[src/rtl/core/rd_pkg.sv]
// Shared types and constants for the rotating deque.
// Opcode and status codes, field widths and the per-cell control word.
// No dependencies.
package rd_pkg;

   localparam int OPCODE_BITS = 3;
   localparam int VALUE_BITS  = 32;
   localparam int COUNT_BITS  = 16;
   localparam int STATUS_BITS = 2;
   localparam int COUNT_STEP_BITS = $clog2(COUNT_BITS + 1);

   typedef logic [OPCODE_BITS-1:0]        opcode_type;
   typedef logic signed [VALUE_BITS-1:0]  value_type;
   typedef logic [COUNT_BITS-1:0]         count_type;
   typedef logic [STATUS_BITS-1:0]        status_type;

   localparam opcode_type OP_PUSH_FRONT = 3'd0;
   localparam opcode_type OP_PUSH_BACK  = 3'd1;
   localparam opcode_type OP_POP_FRONT  = 3'd2;
   localparam opcode_type OP_POP_BACK   = 3'd3;
   localparam opcode_type OP_ROT_LEFT   = 3'd4;
   localparam opcode_type OP_ROT_RIGHT  = 3'd5;
   localparam opcode_type OP_READOUT    = 3'd6;

   localparam status_type ST_OK        = 2'd0;
   localparam status_type ST_EMPTY     = 2'd1;
   localparam status_type ST_FULL      = 2'd2;
   localparam status_type ST_BAD_COUNT = 2'd3;

   // Per-cell load selects; wrap takes the front cell instead of the right neighbor.
   typedef struct packed {
      logic take_value;
      logic take_left;
      logic take_right;
      logic wrap;
   } cell_ctrl_type;

endpackage

[src/rtl/core/rd_channels.sv]
// Request and response channel interfaces for the rotating deque.
// Valid/ready handshake with payload; depends on rd_pkg.
interface rd_req_if
   import rd_pkg::*;
();
   logic       valid;
   logic       ready;
   opcode_type opcode;
   value_type  value;
   count_type  rotate_count;

   modport source (output valid, output opcode, output value, output rotate_count,
                   input ready);
   modport sink   (input valid, input opcode, input value, input rotate_count,
                   output ready);
endinterface

interface rd_rsp_if
   import rd_pkg::*;
();
   logic       valid;
   logic       ready;
   value_type  element;
   status_type status;
   logic       last;

   modport source (output valid, output element, output status, output last,
                   input ready);
   modport sink   (input valid, input element, input status, input last,
                   output ready);
endinterface

[src/rtl/core/rd_cell.sv]
// One storage cell of the deque chain: holds one element and loads from
// its left neighbor, right neighbor, the front cell or the pushed value.
// Depends on rd_pkg.
module rd_cell
   import rd_pkg::*;
#(
   parameter int DATA_BITS = 32
) (
   input  logic                        clock,
   input  cell_ctrl_type               ctrl,
   input  logic signed [DATA_BITS-1:0] left_in,
   input  logic signed [DATA_BITS-1:0] right_in,
   input  logic signed [DATA_BITS-1:0] front_in,
   input  logic signed [DATA_BITS-1:0] value_in,
   output logic signed [DATA_BITS-1:0] q
);

   logic signed [DATA_BITS-1:0] data_ff;
   logic signed [DATA_BITS-1:0] data_in;

   always_comb begin
      data_in = data_ff;
      if (ctrl.take_value) begin
         data_in = value_in;
      end else if (ctrl.take_left) begin
         data_in = left_in;
      end else if (ctrl.take_right) begin
         data_in = ctrl.wrap ? front_in : right_in;
      end
   end

   always_ff @(posedge clock) begin
      data_ff <= data_in;
   end

   assign q = data_ff;

endmodule

[src/rtl/core/rd_modulo.sv]
// Bit-serial remainder unit: count modulo list length, one dividend bit per
// cycle. Depends on rd_pkg.
module rd_modulo
   import rd_pkg::*;
#(
   parameter int LEN_BITS = 5
) (
   input  logic                clock,
   input  logic                reset,
   input  logic                start,
   input  count_type           dividend,
   input  logic [LEN_BITS-1:0] divisor,
   output logic                done,
   output logic [LEN_BITS-1:0] remainder
);

   logic                       busy_ff,  busy_in;
   logic                       done_ff,  done_in;
   logic [COUNT_STEP_BITS-1:0] bits_ff,  bits_in;
   count_type                  shift_ff, shift_in;
   logic [LEN_BITS-1:0]        rem_ff,   rem_in;
   logic [LEN_BITS:0]          trial;

   always_comb begin
      busy_in  = busy_ff;
      done_in  = 1'b0;
      bits_in  = bits_ff;
      shift_in = shift_ff;
      rem_in   = rem_ff;
      trial    = {rem_ff, shift_ff[COUNT_BITS-1]};
      if (start) begin
         busy_in  = 1'b1;
         bits_in  = COUNT_STEP_BITS'(COUNT_BITS);
         shift_in = dividend;
         rem_in   = '0;
      end else if (busy_ff) begin
         // restoring step: remainder stays below divisor
         if (trial >= {1'b0, divisor}) begin
            rem_in = LEN_BITS'(trial - {1'b0, divisor});
         end else begin
            rem_in = LEN_BITS'(trial);
         end
         shift_in = shift_ff << 1;
         bits_in  = bits_ff - 1'b1;
         if (bits_ff == COUNT_STEP_BITS'(1)) begin
            busy_in = 1'b0;
            done_in = 1'b1;
         end
      end
   end

   always_ff @(posedge clock) begin
      if (reset) begin
         busy_ff <= 1'b0;
         done_ff <= 1'b0;
         bits_ff <= '0;
      end else begin
         busy_ff <= busy_in;
         done_ff <= done_in;
         bits_ff <= bits_in;
      end
      shift_ff <= shift_in;
      rem_ff   <= rem_in;
   end

   assign done      = done_ff;
   assign remainder = rem_ff;

endmodule

[src/rtl/core/rotating_deque.sv]
// Rotating deque: a chain of CAPACITY cells, cell 0 the front, with a length count.
// Push/pop: request taken in S_IDLE, result registered from S_EXEC once the output is free.
// Readout: S_STREAM emits L elements, one element per cycle while the output is not stalled.
// Rotate: S_MOD runs the serial remainder, S_ROT does s chain steps, S_STREAM emits L.
// Synchronous active-high reset empties the list; cell contents are not cleared.
// Depends on rd_pkg, rd_channels, rd_cell, rd_modulo.
module rotating_deque
   import rd_pkg::*;
#(
   parameter int CAPACITY  = 16,
   parameter int DATA_BITS = 32
) (
   input  logic     clock,
   input  logic     reset,
   rd_req_if.sink   req_bus,
   rd_rsp_if.source rsp_bus
);

   localparam int LEN_BITS = $clog2(CAPACITY + 1);

   typedef enum logic [2:0] {
      S_IDLE,
      S_EXEC,
      S_MOD,
      S_ROT,
      S_STREAM
   } fsm_state_type;

   fsm_state_type       state_ff, state_in;
   opcode_type          op_ff, op_in;
   value_type           value_ff, value_in;
   count_type           count_ff, count_in;
   logic [LEN_BITS-1:0] length_ff, length_in;
   logic [LEN_BITS-1:0] steps_ff, steps_in;
   logic                out_valid_ff, out_valid_in;
   value_type           out_element_ff, out_element_in;
   status_type          out_status_ff, out_status_in;
   logic                out_last_ff, out_last_in;

   logic                push_front;
   logic                push_back;
   logic                shift_left;
   logic                mod_start;
   logic                mod_done;
   logic [LEN_BITS-1:0] mod_rem;
   logic [LEN_BITS-1:0] rot_steps;
   logic                out_free;
   logic                is_empty;
   logic                is_full;

   logic signed [DATA_BITS-1:0] store_val;
   logic signed [DATA_BITS-1:0] cell_q [CAPACITY];
   value_type                   front_val;

   assign store_val = DATA_BITS'(value_ff);
   assign front_val = VALUE_BITS'(cell_q[0]);
   assign out_free  = !out_valid_ff || rsp_bus.ready;
   assign is_empty  = (length_ff == '0);
   assign is_full   = (length_ff == LEN_BITS'(CAPACITY));

   always_comb begin
      if (op_ff == OP_ROT_LEFT) begin
         rot_steps = mod_rem;
      end else if (mod_rem == '0) begin
         rot_steps = '0;
      end else begin
         rot_steps = length_ff - mod_rem;
      end
   end

   always_comb begin
      state_in       = state_ff;
      op_in          = op_ff;
      value_in       = value_ff;
      count_in       = count_ff;
      length_in      = length_ff;
      steps_in       = steps_ff;
      out_valid_in   = out_valid_ff && !rsp_bus.ready;
      out_element_in = out_element_ff;
      out_status_in  = out_status_ff;
      out_last_in    = out_last_ff;
      push_front     = 1'b0;
      push_back      = 1'b0;
      shift_left     = 1'b0;
      mod_start      = 1'b0;

      case (state_ff)
         S_IDLE: begin
            if (req_bus.valid) begin
               op_in    = req_bus.opcode;
               value_in = req_bus.value;
               count_in = req_bus.rotate_count;
               state_in = S_EXEC;
            end
         end
         S_EXEC: begin
            if (out_free) begin
               state_in       = S_IDLE;
               out_element_in = '0;
               out_status_in  = ST_OK;
               out_last_in    = 1'b1;
               case (op_ff) inside
                  OP_PUSH_FRONT, OP_PUSH_BACK: begin
                     out_valid_in = 1'b1;
                     if (is_full) begin
                        out_status_in = ST_FULL;
                     end else begin
                        push_front = (op_ff == OP_PUSH_FRONT);
                        push_back  = (op_ff == OP_PUSH_BACK);
                        length_in  = length_ff + 1'b1;
                     end
                  end
                  OP_POP_FRONT, OP_POP_BACK: begin
                     out_valid_in = 1'b1;
                     if (is_empty) begin
                        out_status_in = ST_EMPTY;
                     end else begin
                        shift_left = (op_ff == OP_POP_FRONT);
                        length_in  = length_ff - 1'b1;
                     end
                  end
                  OP_ROT_LEFT, OP_ROT_RIGHT: begin
                     if (is_empty) begin
                        out_valid_in  = 1'b1;
                        out_status_in = ST_EMPTY;
                     end else if (count_ff == '0) begin
                        out_valid_in  = 1'b1;
                        out_status_in = ST_BAD_COUNT;
                     end else begin
                        mod_start = 1'b1;
                        state_in  = S_MOD;
                     end
                  end
                  OP_READOUT: begin
                     if (is_empty) begin
                        out_valid_in  = 1'b1;
                        out_status_in = ST_EMPTY;
                     end else begin
                        steps_in = length_ff;
                        state_in = S_STREAM;
                     end
                  end
                  default: begin
                     // unused opcode: drop silently
                  end
               endcase
            end
         end
         S_MOD: begin
            if (mod_done) begin
               if (rot_steps == '0) begin
                  steps_in = length_ff;
                  state_in = S_STREAM;
               end else begin
                  steps_in = rot_steps;
                  state_in = S_ROT;
               end
            end
         end
         S_ROT: begin
            shift_left = 1'b1;
            steps_in   = steps_ff - 1'b1;
            if (steps_ff == LEN_BITS'(1)) begin
               steps_in = length_ff;
               state_in = S_STREAM;
            end
         end
         S_STREAM: begin
            if (out_free) begin
               // emit the front and rotate it to the back
               out_valid_in   = 1'b1;
               out_element_in = front_val;
               out_status_in  = ST_OK;
               out_last_in    = (steps_ff == LEN_BITS'(1));
               shift_left     = 1'b1;
               steps_in       = steps_ff - 1'b1;
               if (steps_ff == LEN_BITS'(1)) begin
                  state_in = S_IDLE;
               end
            end
         end
         default: begin
            state_in = S_IDLE;
         end
      endcase
   end

   always_ff @(posedge clock) begin
      if (reset) begin
         state_ff     <= S_IDLE;
         length_ff    <= '0;
         steps_ff     <= '0;
         out_valid_ff <= 1'b0;
      end else begin
         state_ff     <= state_in;
         length_ff    <= length_in;
         steps_ff     <= steps_in;
         out_valid_ff <= out_valid_in;
      end
      op_ff          <= op_in;
      value_ff       <= value_in;
      count_ff       <= count_in;
      out_element_ff <= out_element_in;
      out_status_ff  <= out_status_in;
      out_last_ff    <= out_last_in;
   end

   for (genvar i = 0; i < CAPACITY; i++) begin : g_cell
      logic signed [DATA_BITS-1:0] left_data;
      logic signed [DATA_BITS-1:0] right_data;
      cell_ctrl_type               ctrl;

      if (i == 0) begin : g_first
         assign left_data = store_val;
      end else begin : g_mid_left
         assign left_data = cell_q[i-1];
      end

      if (i == CAPACITY - 1) begin : g_last
         assign right_data = cell_q[0];
      end else begin : g_mid_right
         assign right_data = cell_q[i+1];
      end

      assign ctrl.take_value = push_back && (length_ff == LEN_BITS'(i));
      assign ctrl.take_left  = push_front;
      assign ctrl.take_right = shift_left;
      assign ctrl.wrap       = (length_ff == LEN_BITS'(i + 1));

      rd_cell #(
         .DATA_BITS (DATA_BITS)
      ) u_cell (
         .clock    (clock),
         .ctrl     (ctrl),
         .left_in  (left_data),
         .right_in (right_data),
         .front_in (cell_q[0]),
         .value_in (store_val),
         .q        (cell_q[i])
      );
   end

   rd_modulo #(
      .LEN_BITS (LEN_BITS)
   ) u_modulo (
      .clock     (clock),
      .reset     (reset),
      .start     (mod_start),
      .dividend  (count_ff),
      .divisor   (length_ff),
      .done      (mod_done),
      .remainder (mod_rem)
   );

   assign req_bus.ready   = (state_ff == S_IDLE);
   assign rsp_bus.valid   = out_valid_ff;
   assign rsp_bus.element = out_element_ff;
   assign rsp_bus.status  = out_status_ff;
   assign rsp_bus.last    = out_last_ff;

endmodule

[src/flat_wrapper.sv]
// flat-port wrapper written by rule: the top's interface ports become plain ports
module rotating_deque_flat import rd_pkg::*;
#(
   parameter int CAPACITY  = 16,
   parameter int DATA_BITS = 32
)
  (clock, reset, req_bus_valid, req_bus_opcode, req_bus_value, req_bus_rotate_count, req_bus_ready, rsp_bus_valid, rsp_bus_element, rsp_bus_status, rsp_bus_last, rsp_bus_ready);
  rd_req_if req_bus_i ();
  rd_rsp_if rsp_bus_i ();
  input  logic clock;
  input  logic reset;
  input wire logic [$bits(req_bus_i.valid)-1:0] req_bus_valid;
  input wire logic [$bits(req_bus_i.opcode)-1:0] req_bus_opcode;
  input wire logic [$bits(req_bus_i.value)-1:0] req_bus_value;
  input wire logic [$bits(req_bus_i.rotate_count)-1:0] req_bus_rotate_count;
  output wire logic [$bits(req_bus_i.ready)-1:0] req_bus_ready;
  output wire logic [$bits(rsp_bus_i.valid)-1:0] rsp_bus_valid;
  output wire logic [$bits(rsp_bus_i.element)-1:0] rsp_bus_element;
  output wire logic [$bits(rsp_bus_i.status)-1:0] rsp_bus_status;
  output wire logic [$bits(rsp_bus_i.last)-1:0] rsp_bus_last;
  input wire logic [$bits(rsp_bus_i.ready)-1:0] rsp_bus_ready;
  assign req_bus_i.valid = req_bus_valid;
  assign req_bus_i.opcode = req_bus_opcode;
  assign req_bus_i.value = req_bus_value;
  assign req_bus_i.rotate_count = req_bus_rotate_count;
  assign req_bus_ready = req_bus_i.ready;
  assign rsp_bus_valid = rsp_bus_i.valid;
  assign rsp_bus_element = rsp_bus_i.element;
  assign rsp_bus_status = rsp_bus_i.status;
  assign rsp_bus_last = rsp_bus_i.last;
  assign rsp_bus_i.ready = rsp_bus_ready;
  rotating_deque #(.CAPACITY(CAPACITY), .DATA_BITS(DATA_BITS)) u_core (.clock(clock), .reset(reset), .req_bus(req_bus_i), .rsp_bus(rsp_bus_i));
endmodule
[config.mk]
export PLATFORM = sky130hd
export DESIGN_NAME = rotating_deque_flat
export DESIGN_NICKNAME = d
export VERILOG_FILES = /design/src/rtl/core/rd_pkg.sv /design/src/rtl/core/rd_channels.sv /design/src/rtl/core/rd_cell.sv /design/src/rtl/core/rd_modulo.sv /design/src/rtl/core/rotating_deque.sv /design/src/flat_wrapper.sv
export SDC_FILE = /design/constraint.sdc
export NUM_CORES = 2
export LEC_CHECK = 0
export ABC_CLOCK_PERIOD_IN_PS = 9470
export BUFFER_PORTS_ARGS = -buffer_cell sky130_fd_sc_hd__buf_2
export CORE_MARGIN = 3
export CORE_UTILIZATION = 45
export DETAILED_ROUTE_END_ITERATION = 10
export PLACE_DENSITY_LB_ADDON = 0.15
export SLEW_MARGIN = 40
export SYNTH_ARGS = -nofsm -noshare
export SYNTH_HDL_FRONTEND = slang
export SYNTH_SLANG_ARGS = --single-unit
[constraint.sdc]
create_clock -name clock -period 9.47 [get_ports clock]
set_clock_uncertainty 0.15 [all_clocks]
set_input_delay 0.4735 -clock clock [delete_from_list [all_inputs] [get_ports clock]]
set_output_delay 0.4735 -clock clock [all_outputs]
set_load 0.005 [all_outputs]
==> qor.yml <==
floorplan:
  die_h_um: 289.4
  design.die.area_sq_um: 83760
  initial_utilization_pct: 45.61
  die_w_um: 289.4
  core_sq_um: 79260
  boundaryPins: 92
  rows: 103
final_layout:
  layout_commonest_cell: "nand2_1"
  most-common-layout-cells: "772 x nand2_1, 614 x edfxtp_1, 449 x mux2i_1"
  drive_gt1_share_pct: 9.196
  fin_area_sq_um: 40130
  nNetsFinal: 3652
  areaGrowthSynthToFinish_pct: 11.02
route:
  post-route-drc-count: 0
  vias: 28030
  vias_per_cell: 5.985
  antenna_left: 0
  drtIter0Drc: 2986
  drt_pass1_iterations: 5
  drt_wl_total_mm: 111.7
  wl_per_cell_um: 23.86
place:
  gp_congestion: 0.8510
  dp_hpwl_mm: 60.48
  placed_cell_area_sq_um: 37090
  io_buffers: 91
worst_setup_path:
  reg2regPathDepth: 12
  crit_type: "reg -> reg"
  reg2reg_slack_ns: 4.76
  critical_path_arrival_ns: 4.89
  crit_path_end_kind: "flop"
  crit_required_ns: 9.65
  rr_endpoint: "u_core.g_cell[3].u_cell.q[10]"
  r2r_start: "u_core.length_ff[1]"
  cp-start-kind: "flop"
  cp_max_fo: 161
yosys:
  yosys.area.top_type: "edfxtp_1"
  async_flop_share_pct: 0
  synth_ff_type: "edfxtp_1"
  synth-edff-count: 614
  synth_top_cell_area_share_pct: 51.01
  syn_area_per_cell_sq_um: 9.841
  synth.net_count: 3749
  postSynthCellCount: 3673
  synth.ff_latch_count: 640
  synth_area_sq_um: 36150
  ys_types: 69
  synth_seq_area_share_pct: 52.45
  ys_warn_count: 0
  synth_area_leaders: "edfxtp_1 51%, mux2i_1 12%, nand2_1 8.1%"
sta:
  worst_pin_slew_ns: 0.8961
  fin_crit_ns: 4.715
  slew_violations: 0
  setup_viol: 0
  final_hold_viol_count: 0
  slew_headroom_pct: 40.26
  fin_setup_tns_ns: 0
  period_share_pct: 49.79
  rsz0062_at_grt: "false"
  fmax_mhz: 212.1
clock_network:
  htreeDepth: 3
  clk_path_buf_depth: 3
  cts_tree: "yes"
  cts_buffers: 76
  root_buffer: "clkbuf_16"
  clkSinkCount: 640
  clock_latency_ns: 0.62
  clkTransAtPathRegs_ns: 0.06
power:
  pwr-share-seq_pct: 46.3
  internal-power_uw: 6062
  switching_power_uw: 2771
  p_per_area_nw_per_um2: 220.1
  ir_drop_v: 0.0001181
  swShare_pct: 31.37
  combPwrFrac_pct: 20.7
  p_leak_uw: 0.01441
  p_clk_share_pct: 33.0
grt:
  grt_pass1_vias: 27190
  grt_usage_pct: 26.23
  grt_pass1_wl_mm: 167.4
  antenna_found_initial: 2
  grt_max_degree: 236
  gr-total-overflow: 0
min_path:
  min_path_type: "in -> reg"
  min-delay-start: "reset"
  holdPathStages: 2
  min_to: "u_core.state_ff[1]"
outcome:
  status: "completed"
run:
  cap_violations: 0
[critical path, stage by stage, from the launching register on]
cell	delay [ns]
dfxtp_1	0.39
inv_1	0.24
ha_1	0.28
nor2b_1	0.21
nand3_1	0.29
nand4b_1	0.27
buf_12	0.31
buf_16	0.44
buf_4	0.67
buf_6	0.67
nand2_1	0.12
o21ai_0	0.11
o21ai_0	0.10
[timing repair]
item	4_1_cts	5_1_grt
gates resized for setup	0	0
hold buffers	51	0
buffers inserted	0	0
endpoints found under the hold margin	51	0
[sequential cells by signal, indices dropped and copies added (netlist names), 3 cells and up]
signal	cells
u_core.u_modulo.shift_ff	16
u_core.rsp_bus.element	32
u_core.g_cell.u_cell.q	512
u_core.op_ff	3
u_core.g_cell.left_data	32
u_core.state_ff	3
u_core.steps_ff	5
u_core.length_ff	5
u_core.count_ff	16
u_core.u_modulo.remainder	5
u_core.u_modulo.bits_ff	5
[power groups by stage]
stage	sequential (uW)	combinational, uW	clock, uW
global route	4140	2020	3080
finish	4090	1830	2910
floorplan	3880	1370	0
CTS	4080	1820	2970
detailed placement	4130	1800	0
global placement	4120	1740	0
[synth_stat cells, types with 8 or more instances]
cell,count
a211oi_1,102
a21o_1,99
a21oi_1,58
a31oi_1,34
and2_1,49
buf_1,45
buf_2,107
clkbuf_1,226
dfxtp_1,26
edfxtp_1,614
ha_1,19
inv_1,20
mux2_1,20
mux2_2,13
mux2i_1,449
nand2_1,779
nor2_1,203
nor2b_1,8
nor3_1,11
o21ai_0,396
o21ai_1,270
or3_1,11
xnor2_1,11
[metal layers]
metal | up-vias | wire, um | global-route usage (%)
met5 | - | 0 | 0
li1 | 12970 | - | -
met4 | 0 | 2494 | 7.447
met2 | 1199 | 51040 | 41.77
met1 | 13690 | 50140 | 37.76
met3 | 175 | 8060 | 3.218
[area by class of cell]
type	instances	area [sq um]
fill	7140	39130
timing repair buffer	205	1610
sequential	640	18960
multi-input combinational	2632	15740
tap	1050	1314
clock inverter	43	402.9
clock buffer	91	2022
antenna	1	2.502
inverter	21	78.83
[cells by family (layout without fill, tap and decap cells)]
| kind of cell | count (synthesis) | in the layout | synth area share, % |
|---|---|---|---|
| other | 0 | 1 | 0 |
| adders and majority gates | 21 | 21 | 0.7685 |
| DFF | 640 | 640 | 52.45 |
| and+or+nand+nor | 1120 | 1120 | 12.77 |
| muxes | 482 | 482 | 13.46 |
| xor gates and xnor gates | 14 | 14 | 0.3392 |
| AOI/OAI and AO/OA | 995 | 995 | 15.65 |
| buffers and inverters | 401 | 360 | 4.555 |
[per-stage QoR]
step / total power, uW / hold slack (ns) / setup slack (ns) / util (%) / cells
after global placement: 5864 / 0.3320 / 4.786 / 46.63 / 4490
after CTS: 8869 / 0.06558 / 4.898 / 50.50 / 4678
final: 8833 / 0.08917 / 4.755 / 50.63 / 4683
after global routing: 9239 / 0.07909 / 4.322 / 50.63 / 4683
after floorplan: 5250 / 0.3185 / 5.077 / - / 3673
after detailed placement: 5931 / 0.3569 / 4.879 / 46.80 / 4493
[how the worst max path moves through the flow]
stage	depth (start not counted)	startpoint	to	slack, ns
after floorplan	6	u_core.length_ff[3]	u_core.g_cell[12].u_cell.q[0]	5.08
after global placement	10	u_core.length_ff[1]	u_core.g_cell[11].u_cell.q[12]	4.79
after detailed placement	11	u_core.length_ff[1]	u_core.g_cell[2].u_cell.q[10]	4.88
after CTS	11	u_core.length_ff[1]	u_core.g_cell[2].u_cell.q[10]	4.90
after global routing	12	u_core.length_ff[1]	u_core.g_cell[3].u_cell.q[9]	4.32
final	12	u_core.length_ff[1]	u_core.g_cell[3].u_cell.q[10]	4.76
(Power assumes the default switching activity.)
